File: src/hw/rtl/jlr_ram.sv
`timescale 1ns / 1ps
// ----------------------------------------------------------------------------
// Generic RAM
// One write port and one read port with a registered read.
// ----------------------------------------------------------------------------
module jlr_ram #(
    parameter int WIDTH = 32,
    parameter int DEPTH = 8,
    localparam int AW = (DEPTH > 1) ? $clog2(DEPTH) : 1
) (
    input  logic             aclk,
    input  logic             wr_en,
    input  logic [AW-1:0]    wr_addr,
    input  logic [WIDTH-1:0] wr_data,
    input  logic             rd_en,
    input  logic [AW-1:0]    rd_addr,
    output logic [WIDTH-1:0] rd_data
);

    logic [WIDTH-1:0] mem_reg [DEPTH];
    logic [WIDTH-1:0] rd_data_reg;

    always_ff @(posedge aclk) begin
        if (wr_en) begin
            mem_reg[wr_addr] <= wr_data;
        end
        if (rd_en) begin
            rd_data_reg <= mem_reg[rd_addr];
        end
    end

    assign rd_data = rd_data_reg;

endmodule

File: config.mk
export PLATFORM = sky130hd
export DESIGN_NAME = jlr_ram
export DESIGN_NICKNAME = d
export VERILOG_FILES = /design/src/hw/rtl/jlr_ram.sv
export SDC_FILE = /design/constraint.sdc
export NUM_CORES = 1
export LEC_CHECK = 0
export ABC_CLOCK_PERIOD_IN_PS = 3600
export BUFFER_PORTS_ARGS = -buffer_cell sky130_fd_sc_hd__buf_4
export CAP_MARGIN = 30
export CORE_MARGIN = 2
export CORE_UTILIZATION = 49
export CTS_BUF_LIST = sky130_fd_sc_hd__clkbuf_4
export CTS_CLUSTER_SIZE = 20
export DETAILED_ROUTE_END_ITERATION = 8
export PLACE_DENSITY = 0.68
export SKIP_LAST_GASP = 1
export SLEW_MARGIN = 40
export SYNTH_ARGS = -nofsm -noshare
export SYNTH_HDL_FRONTEND = slang
export SYNTH_SLANG_ARGS = --single-unit
File: constraint.sdc
create_clock -name aclk -period 3.6 [get_ports aclk]
set_clock_uncertainty 0.15 [all_clocks]
set_input_delay 0.36 -clock aclk [delete_from_list [all_inputs] [get_ports aclk]]
set_output_delay 0.36 -clock aclk [all_outputs]
set_load 0.005 [all_outputs]
**Word level (Yosys, flattened, before mapping)**

Memories as Yosys holds them, arrays and structs flattened. A register that Yosys moved wholly into a read port is not among the register bits.
Index checks and enable logic that the tools add are counted.

- Mux-type cells: 2

Operators by type and width:

| operator | number |
|---|---|
| 1-bit two-way mux | 2 |

- RAM bits: 256
- Memories: 1
- Flip-flop bits (word level): 0
- Bits of input ports: 41
- Output and inout bits: 32

Memory list:

| memory | depth | bits a word | rd ports | clocked after memory_dff | write ports | line | source |
|---|---|---|---|---|---|---|---|
| mem_reg | 8 | 32 | 1 | 1 | 1 | 20 | `logic [WIDTH-1:0] mem_reg [DEPTH];` |

**Longest topological paths before layout**

- Depth after elaboration: 2
- Mapped depth: 4
- Depth with buffers taken out: 2

**Worst setup path after synthesis**

Ideal clock, no wire load.

- Path kind: input to register
- Start: input wr_addr[2]
- End: memory mem_reg[0][0] (enable)
- Required time: 2.989 ns
- Arrival time: 2.746 ns
- Buffers on the path: 0
- Path slack: 0.243 ns
- Cell stages on the path: 2
- Cell sequence: nand2b_1 > nor3_1

RTL lines:

| item | line | source |
|---|---|---|
| from (decl) | 13 | `input logic [AW-1:0] wr_addr,` |
| to (decl) | 20 |  |

No word-level cell before the write port.

==> impl_metrics.tcl <==
set metrics [dict create \
    grt_use_total 0.1715 \
    post-synth-top-count-cell "edfxtp_1" \
    grt_max_degree 65 \
    vias_per_cell 5.348 \
    synth_top_cells_by_count "edfxtp_1, mux4_1, mux2_2, mux4_2, buf_6" \
    post_layout_nonfiller_instances 917 \
    yosys.area.top_type "edfxtp_1" \
    timing.setup.critical_path_class "input pin to register" \
    post_synth_inst_count 415 \
    clock_sinks 288 \
    tritoncts "done" \
    design.core.area_um2 21690 \
    ys.warnings.count 0 \
    cp.arrival_ns 2.06 \
    max_slew.worst_pin.slew_ns 0.6526 \
    post-dp-hpwl_um 9619 \
    static-leakage-power_nw 4.437 \
    cts-resized-gates 0 \
    clkTransAtPathRegs_ns 0.06 \
    rsz0062_at_grt "no" \
    postSynth.asyncResetShare 0 \
    grt.busiest_layer "met2" \
    dr.first_iter.drc_count 314 \
    synth_top_cells_by_area "edfxtp_1, mux4_1, mux4_2, mux2_2, buf_6" \
    gp_congestion 0.6693 \
    finalSetupViolCount 0 \
    count_of_flip_flops_with_a_built_in_enable_after_synthesis 288 \
    drt_wl_total_um 19460 \
    ys.flop_type "edfxtp_1" \
    antenna_violating_nets_post_route 0 \
    yosysSeqAreaShare 0.8018 \
    timing.final.crit_share 0.5128 \
    slew_headroom 0.5650 \
    design.die.area_um2 23220 \
    met2_resource_use_gr 0.2909 \
    finalHoldViolations 0 \
    syn-cell-area_um2 10790 \
    floorplan.die.height_um 152.4 \
    pwr_cell_area_nw_per_um2 524.1 \
    layout.nets 628 \
    die_x_um 152.4 \
    peak_supply_drop_mv 0.2942 \
    clock_latency_ns 0.65 \
    critical_path.max_fanout 35 \
    hold_removal_path_class "input pin to register" \
    final.min_clock_period_ns 1.846 \
    detail_route.first_pass.iterations 4 \
    max_cap_violations 0 \
    grt.overflow.total 0 \
    largest_reg_flops 256 \
    cts.root.buffer_cell "clkbuf_4" \
    synth_cell_types 12 \
    post_synth_net_total 456 \
    drc 0 \
    synth-seq-cells 288 \
    cts_max_path_buffers 3 \
    worstSetupStartpointType "input pin" \
    initial_utilization 0.4973 \
    setup-tns-final_ns 0 \
    final_layout_size_suffix_gt1_frac 0.4041 \
    worstSetupEndpointType "register" \
    number_of_global_route_vias_before_repair 5394 \
    grt_first_pass_wirelength_um 29800 \
    floorplan.io_pins 73 \
    run_status "finished, final reports clean" \
    area_growth_syn_to_layout_pct 19.63 \
    detailroute.via_count 4904 \
    io_buffer_count 72 \
    cts_h_tree_depth 3 \
    grt_use_met1 0.2121 \
    yosys.area.top_type_share 0.8018 \
    post-place-cells 761 \
    finalMaxSlewViolations 0 \
    cts_inserted_buffers 72 \
    avgRoutedWirePerCell_um 21.22 \
    floorplan.rows 54 \
    fillCellCount 1546 \
    antenna_found_initial 1 \
    critical_path_required_ns 3.82 \
    fmaxAchievable_mhz 541.7 \
    grtUsageMet3 0.04408 \
    post_synth.cell_area_avg_um2 25.99 \
]
-- layout make-up --
class	instances	area, um2	share of cell area
repair buffers	116	987.2	0.07651
well taps	280	350.3	0.02715
clock buffers	102	765.7	0.05934
clock inverters	21	83.83	0.006497
multi-input cells	109	2066	0.1601
flip-flops and latches	288	8648	0.6702
diodes	1	2.502	0.0001939
-- through the flow --
step	hold slack (ns)	util	worst slack, ns	instance area (um2)	power, mW
2_1_floorplan	0.3089	-	0.2431	10790	4.120
3_3_place_gp	0.4336	0.5395	1.107	11700	4.285
3_5_place_dp	0.4428	0.5407	1.070	11730	4.306
4_1_cts	0.04763	0.5947	1.783	12900	6.873
5_1_grt	0.07052	0.5950	1.711	12900	7.051
6_report	0.09429	0.5950	1.754	12900	6.762
-- placed cells by master, fill, tap and decap left out, drive strengths merged --
master,netlist,routed
edfxtp,288,288
clkbuf,1,102
buf,17,84
mux4,64,64
mux2,32,32
dlygate4sd3,0,32
clkinv,0,18
nor2,6,6
nand2b,3,3
inv,0,3
nand2,2,2
nor3,2,2
diode,0,1
-- layer usage --
metal,wire (um),vias to the layer above
li1,-,2220
met1,7856,2511
met2,10170,136
met3,1026,37
met4,403,0
met5,0,-
-- worst max-delay path, stage by stage --
cell and delay [ns]:
buf_4 0.50, buf_4 0.33, mux4_1 0.56, mux2_2 0.27
-- path summary, 6_finish.rpt --
kind | cells past startpoint | slack, ns | endpoint | from
max | 4 | 1.75 | rd_data[15] | rd_addr[0]
max reg2reg | 2 | 2.02 | rd_data[14] | mem_reg[0][14]
min reg2reg | 2 | 0.58 | rd_data[6] | mem_reg[0][6]
min | 1 | 0.09 | rd_data[5] | rd_en
-- power by group --
| group | switching, mW | internal [mW] |
|---|---|---|
| logic | 0.180 | 0.210 |
| clock network | 1.20 | 1.31 |
| registers | 0.0321 | 3.83 |
| total | 1.42 | 5.35 |
-- what timing repair did --
item	in CTS	in global routing
hold buffers	32	0
endpoints found under the hold margin	256	0
setup buffers	0	0
-- cell families (layout without fill, tap and decap cells) --
group | Yosys count | count (layout) | synth area share
buf+inv | 18 | 239 | 0.01183
flops | 288 | 288 | 0.8018
mux | 96 | 96 | 0.1810
other cells | 0 | 1 | 0
simple gates | 13 | 13 | 0.005452
No activity file was read; power rests on OpenSTA's default activity.
