File: src/hw/rtl/jlr_pkg.sv
`timescale 1ns / 1ps
// ----------------------------------------------------------------------------
// Joint limit repulsion package
// Shared widths, register codes, configuration type and saturation helper.
// ----------------------------------------------------------------------------
package jlr_pkg;

    localparam int JOINT_W      = 3;
    localparam int DATA_W       = 32;
    localparam int DIST_W       = 31;
    localparam int ACT_W        = 17;
    localparam int TERM_W       = 50;
    localparam int APB_ADDR_W   = 4;
    localparam int N_JOINTS_DEF = 8;
    localparam int LANE_STAGES  = 7;

    localparam int ONE_INT = 65536;
    localparam logic [ACT_W-1:0] ONE_Q16   = ACT_W'(ONE_INT);
    localparam logic [ACT_W:0]   SMOOTH_K  = (ACT_W + 1)'(3 * ONE_INT);

    localparam logic [1:0] REG_ACT_DIST  = 2'd0;
    localparam logic [1:0] REG_INV_DIST  = 2'd1;
    localparam logic [1:0] REG_PUSH_GAIN = 2'd2;

    localparam logic KIND_LOAD = 1'b0;
    localparam logic KIND_EVAL = 1'b1;

    localparam logic [DIST_W-1:0] ACT_DIST_RST  = DIST_W'(6554);
    localparam logic [DATA_W-1:0] INV_DIST_RST  = DATA_W'(655360);
    localparam logic [DATA_W-1:0] PUSH_GAIN_RST = DATA_W'(65536);

    typedef struct packed {
        logic [DIST_W-1:0] act_dist;
        logic [DATA_W-1:0] inv_dist;
        logic [DATA_W-1:0] push_gain;
    } jlr_cfg_t;

    typedef struct packed {
        logic               hit;
        logic [32:0]        depth;
        logic signed [32:0] diff;
    } jlr_band_t;

    function automatic logic [DATA_W-1:0] sat32(input logic signed [63:0] v);
        logic [DATA_W-1:0] r;
        if (v > 64'sh0000_0000_7FFF_FFFF) begin
            r = 32'h7FFF_FFFF;
        end else if (v < -64'sh0000_0000_8000_0000) begin
            r = 32'h8000_0000;
        end else begin
            r = v[DATA_W-1:0];
        end
        return r;
    endfunction

endpackage

File: src/hw/rtl/jlr_cfg.sv
`timescale 1ns / 1ps
// ----------------------------------------------------------------------------
// Configuration registers
// APB register file for band width, its reciprocal and the push gain.
// ----------------------------------------------------------------------------
module jlr_cfg (
    input  logic                            aclk,
    input  logic                            aresetn,
    input  logic                            psel,
    input  logic                            penable,
    input  logic                            pwrite,
    input  logic [jlr_pkg::APB_ADDR_W-1:0]  paddr,
    input  logic [jlr_pkg::DATA_W-1:0]      pwdata,
    output logic [jlr_pkg::DATA_W-1:0]      prdata,
    output logic                            pready,
    output jlr_pkg::jlr_cfg_t               cfg
);
    import jlr_pkg::*;

    logic [DIST_W-1:0] act_dist_reg;
    logic [DATA_W-1:0] inv_dist_reg;
    logic [DATA_W-1:0] push_gain_reg;
    logic [1:0]        reg_idx;
    logic              wr_stb;

    assign pready  = 1'b1;
    assign reg_idx = paddr[3:2];
    assign wr_stb  = psel && penable && pwrite && pready;

    always_ff @(posedge aclk) begin
        if (!aresetn) begin
            act_dist_reg  <= ACT_DIST_RST;
            inv_dist_reg  <= INV_DIST_RST;
            push_gain_reg <= PUSH_GAIN_RST;
        end else if (wr_stb) begin
            unique case (reg_idx)
                REG_ACT_DIST:  act_dist_reg  <= pwdata[DIST_W-1:0];
                REG_INV_DIST:  inv_dist_reg  <= pwdata;
                REG_PUSH_GAIN: push_gain_reg <= pwdata;
                default: ;
            endcase
        end
    end

    always_comb begin
        unique case (reg_idx)
            REG_ACT_DIST:  prdata = DATA_W'(act_dist_reg);
            REG_INV_DIST:  prdata = inv_dist_reg;
            REG_PUSH_GAIN: prdata = push_gain_reg;
            default:       prdata = '0;
        endcase
    end

    assign cfg.act_dist  = act_dist_reg;
    assign cfg.inv_dist  = inv_dist_reg;
    assign cfg.push_gain = push_gain_reg;

endmodule

File: config.mk
export PLATFORM = sky130hd
export DESIGN_NAME = jlr_cfg
export DESIGN_NICKNAME = d
export VERILOG_FILES = /design/src/hw/rtl/jlr_pkg.sv /design/src/hw/rtl/jlr_cfg.sv
export SDC_FILE = /design/constraint.sdc
export NUM_CORES = 1
export LEC_CHECK = 0
export BUFFER_PORTS_ARGS = -buffer_cell sky130_fd_sc_hd__buf_2
export CORE_MARGIN = 3
export CORE_UTILIZATION = 52
export DETAILED_ROUTE_END_ITERATION = 7
export PLACE_DENSITY_LB_ADDON = 0.25
export SYNTH_ARGS = -nofsm -noshare
export SYNTH_HDL_FRONTEND = slang
export SYNTH_SLANG_ARGS = --single-unit
export TNS_END_PERCENT = 5
File: constraint.sdc
create_clock -name aclk -period 2.4 [get_ports aclk]
set_input_delay 0.48 -clock aclk [delete_from_list [all_inputs] [get_ports aclk]]
set_output_delay 0.48 -clock aclk [all_outputs]
set_load 0.005 [all_outputs]
## Word-level counts from Yosys, hierarchy flattened

Cells that the tools add are included.

| cells by class | value |
|---|---|
| eq/ne operators | 2 |
| multiplexer cells | 1 |
| reductions and logical operators | 6 |

Operator list:

| kind | number |
|---|---|
| case mux 32 bit (3 select lines) | 1 |
| AND reduction 2 bit | 3 |
| == test 2 x 1 -> 1 bit, second input constant | 1 |
| == test 2 bit, second input constant | 1 |
| logical AND 1 bit | 2 |
| logical NOT 2 bit | 1 |

| word-level totals | value |
|---|---|
| flip-flop bits (word level) | 95 |
| bits of input ports | 41 |
| output and inout port bits | 128 |
| logic and storage cells | 12 |

## Logic depth before layout (Yosys ltp)

| depth | value |
|---|---|
| depth in word-level cells | 3 |
| gate-level depth with buffers | 7 |

## Worst setup path before layout

Ideal clock, no wire load.

| timing path | value |
|---|---|
| kind | input to output |
| from | input paddr[2] in the netlist's numbering |
| to | output prdata[0] in the netlist's numbering |
| arrival | 1285 ps |
| required time | 1920 ps |
| slack | 635 ps |
| cell stages on the path | 6 |
| buffers on the path | 3 |
| path through | buf_2 > nor2b_1 > buf_4 > clkbuf_1 > nand2_1 > o21ai_0 |

| between the ends | value |
|---|---|
| longest elaborated chain between the ends | 2 |
| elaborated cells on any way between the ends | 4 |
| those cells by class | 2 x eq/ne; 1 x mux; 1 x reduce/logical |

Ends and longest elaborated chain:

| element | line | text |
|---|---|---|
| start, declared | jlr_cfg.sv:12 | `input logic [jlr_pkg::APB_ADDR_W-1:0] paddr,` |
| == test 2 bit (tied with other cells) | jlr_cfg.sv:46 | `unique case (reg_idx)` |
| case mux 32 bit (3 select lines) (*) | jlr_cfg.sv:46 |  |
| end, declared | jlr_cfg.sv:14 | `output logic [jlr_pkg::DATA_W-1:0] prdata,` |

Mark *: on every way between the ends. The rest lies on a longest branch, timed or not.

## Worst setup path in the final report

| timing path | value |
|---|---|
| from | input paddr[3] in the netlist's numbering |
| to | output prdata[5] in the netlist's numbering |

Same word-level chain as after synthesis.

==> summary.md <==
| Metric | Value |
|---|---|
| Clock sink total | 95 |
| Cts hold-fix bufs | 0 |
| Yosys reg bits | 95 |
| Pint | 2.248 mW |
| Net count after synthesis | 510 |
| Clock share of power | 36.5% |
| Max-cap violations | 0 |
| PostCTS Resize Cnt | 0 |
| GRT Total Usage | 24.38% |
| Post-layout min period | 2098 ps |
| Crit end category | primary output |
| Ports | 169 |
| Worst Skew | 0 ps |
| CP max stage cell | buf_2 |
| Commonest cells after routing, fill and taps aside | buf_2, nand2_1, mux2i_1 |
| Final WL | 11500 um |
| Clock Tree Root | clkbuf_8 |
| Post-synthesis sequential area ratio | 44.60% |
| Avg WL per Cell | 15.83 um |
| LEAKAGE | 2.534 nW |
| Post-DP HPWL | 8131 um |
| Cells taking the most area after synthesis | dfxtp_1, mux2i_1, nand2_1 |
| First-pass DRT Iterations | 4 |
| CP max FO | 18 |
| Most used cell, CP | buf_2 |
| Final Max Slew Viols | 0 |
| CP bufs+invs | 3 |
| Syn Std Cell Area | 4264 um^2 |
| Critical path class | in2out |
| Worst-path cell chain | buf_2 > nor2b_4 > buf_4 > nand2_1 > o21ai_0 > buf_2 |
| Row cnt | 32 |
| Die width | 96.56 um |
| Combinational group share of total power | 9.0% |
| Clock Latency Late Sink | 360 ps |
| Clock Pin Slew Worst Setup and Hold Paths | 80 ps |
| CP delay by family, top | buffers and inverters |
| Core area | 7848 um^2 |
| Mapped Avg Cell Area | 9.092 um^2 |
| Cts bufs inserted | 9 |
| Synth Warn # | 0 |
| NetSw | 711.4 uW |
| Worst Path Required | 1920 ps |
| First-pass GRT wire length | 17640 um |
| Synth area leader | dfxtp_1 |
| Area grow syn2layout | 25.03% |
| Most common cell after layout, fill and taps aside | buf_2 |
| Fmax | 476.6 MHz |
| Yosys cell types | 21 |
| Final Util | 67.94% |
| Layout cells sized above 1 | 31.89% |
| Worst-margin pin slew | 543.6 ps |
| # H-tree levels | 3 |
| Worst reg2reg setup slack | 1720 ps |
| Switching Fraction | 24.04% |
| Post-DRT Antenna Nets | 0 |
| Maximum vdd drop | 0.3103 mV |
| Max incr delay on CP | 300 ps |
| Hold Path Class | in2reg |
| RSZ-0062 raised after global routing | no |
| Startpoint type of the worst setup path | input port |
| Clock Path Buffers | 2 |
| Height of the die | 96.56 um |
| Initial Util | 54.34% |
| Critical Path AT | 1620 ps |
| Post-route setup TNS | 0 ps |
| DR iter-0 viols | 98 |
| Worst hold slack | 394.1 ps |
| I/O Buffers | 165 |
| Area share of the largest cell type after synthesis | 44.60% |
| Routability Congestion | 0.7253 |
| DRC | 0 |
| Vias per cell | 5.275 |
| Final period utilization | 87.42% |
| Finish-stage setup viols | 0 |
| Largest net degree at the start of global routing | 64 |
| Outcome | complete, no violations |
| Max-slew headroom | 63.76% |
| Nets@finish | 660 |
| Antenna diodes | 0 |
| CTS tree | built |
| DIE AREA | 9323 um^2 |
| Syn Inst Count | 469 |
| Endpoints failing hold | 0 |
| Power density over the cells | 555.1 nW/um^2 |
| GR Overflow Total | 0 |
| Vias in the first global route | 3686 |
| Via count | 3830 |
| Setup bufs post-CTS | 0 |
| Initial antenna violation count | 0 |
| Reg power frac | 54.5% |
[routing by layer]
| layer | wire [um] | track usage, % |
|---|---|---|
| met1 | 4695 | 28.52 |
| met2 | 5727 | 42.59 |
| met3 | 850 | 5.809 |
| met4 | 223 | 10.16 |
| met5 | 0 | 0 |
[per-stage QoR]
stage | power, mW | worst slack [ps] | cells | cell area (um^2)
2_1_floorplan | 1.804 | 635.2 | 469 | 4264
3_3_place_gp | 1.908 | 368.9 | 710 | 5122
3_5_place_dp | 1.916 | 334.7 | 710 | 5122
4_1_cts | 2.979 | 320.9 | 726 | 5331
5_1_grt | 3.076 | 190.4 | 726 | 5331
6_report | 2.960 | 301.9 | 726 | 5331
[path summary, 6_finish.rpt]
check,start,endpoint,cells past startpoint
max reg2reg,act_dist_reg[21],act_dist_reg[21],2
min reg2reg,push_gain_reg[7],push_gain_reg[7],2
min,pwdata[17],inv_dist_reg[17],3
max,paddr[3],prdata[5],6
[kinds of logic after synthesis]
family / count (synthesis) / synth area share, %
compound gates: 42 / 5.604
flops: 95 / 44.60
other cells: 1 / 0.08794
simple gates: 166 / 15.64
buf+inv: 49 / 6.837
mux: 116 / 27.23
[Yosys cell counts, drive strengths merged]
master and count:
nor2b 1, o211ai 10, inv 10, mux2i 116, o21ai 31, buf 19, a22o 1, and2 3
nor2 1, and2b 1, dfxtp 95, nand2 149, clkbuf 20, and3 1, nand3 10, conb 1
[worst min-delay path, stage by stage]
cell	delay, ps
buf_2	90
nand3_1	60
o211ai_1	80
[cell type report]
cell class	instances	area (um^2)
timing repair buffer	178	975.9
sequential	95	1902
inverter	10	37.54
multi-input combinational	325	2079
clock buffer	12	155.1
tap	102	127.6
fill	669	2516
clock inverter	4	53.80
[power groups by stage]
stage / clock network [mW] / logic, mW / registers, mW
CTS: 1.10 / 0.267 / 1.61
floorplan: 0 / 0.154 / 1.65
finish: 1.08 / 0.265 / 1.61
global placement: 0 / 0.258 / 1.65
global route: 1.17 / 0.291 / 1.62
detailed placement: 0 / 0.265 / 1.65
(Power assumes the default switching activity.)
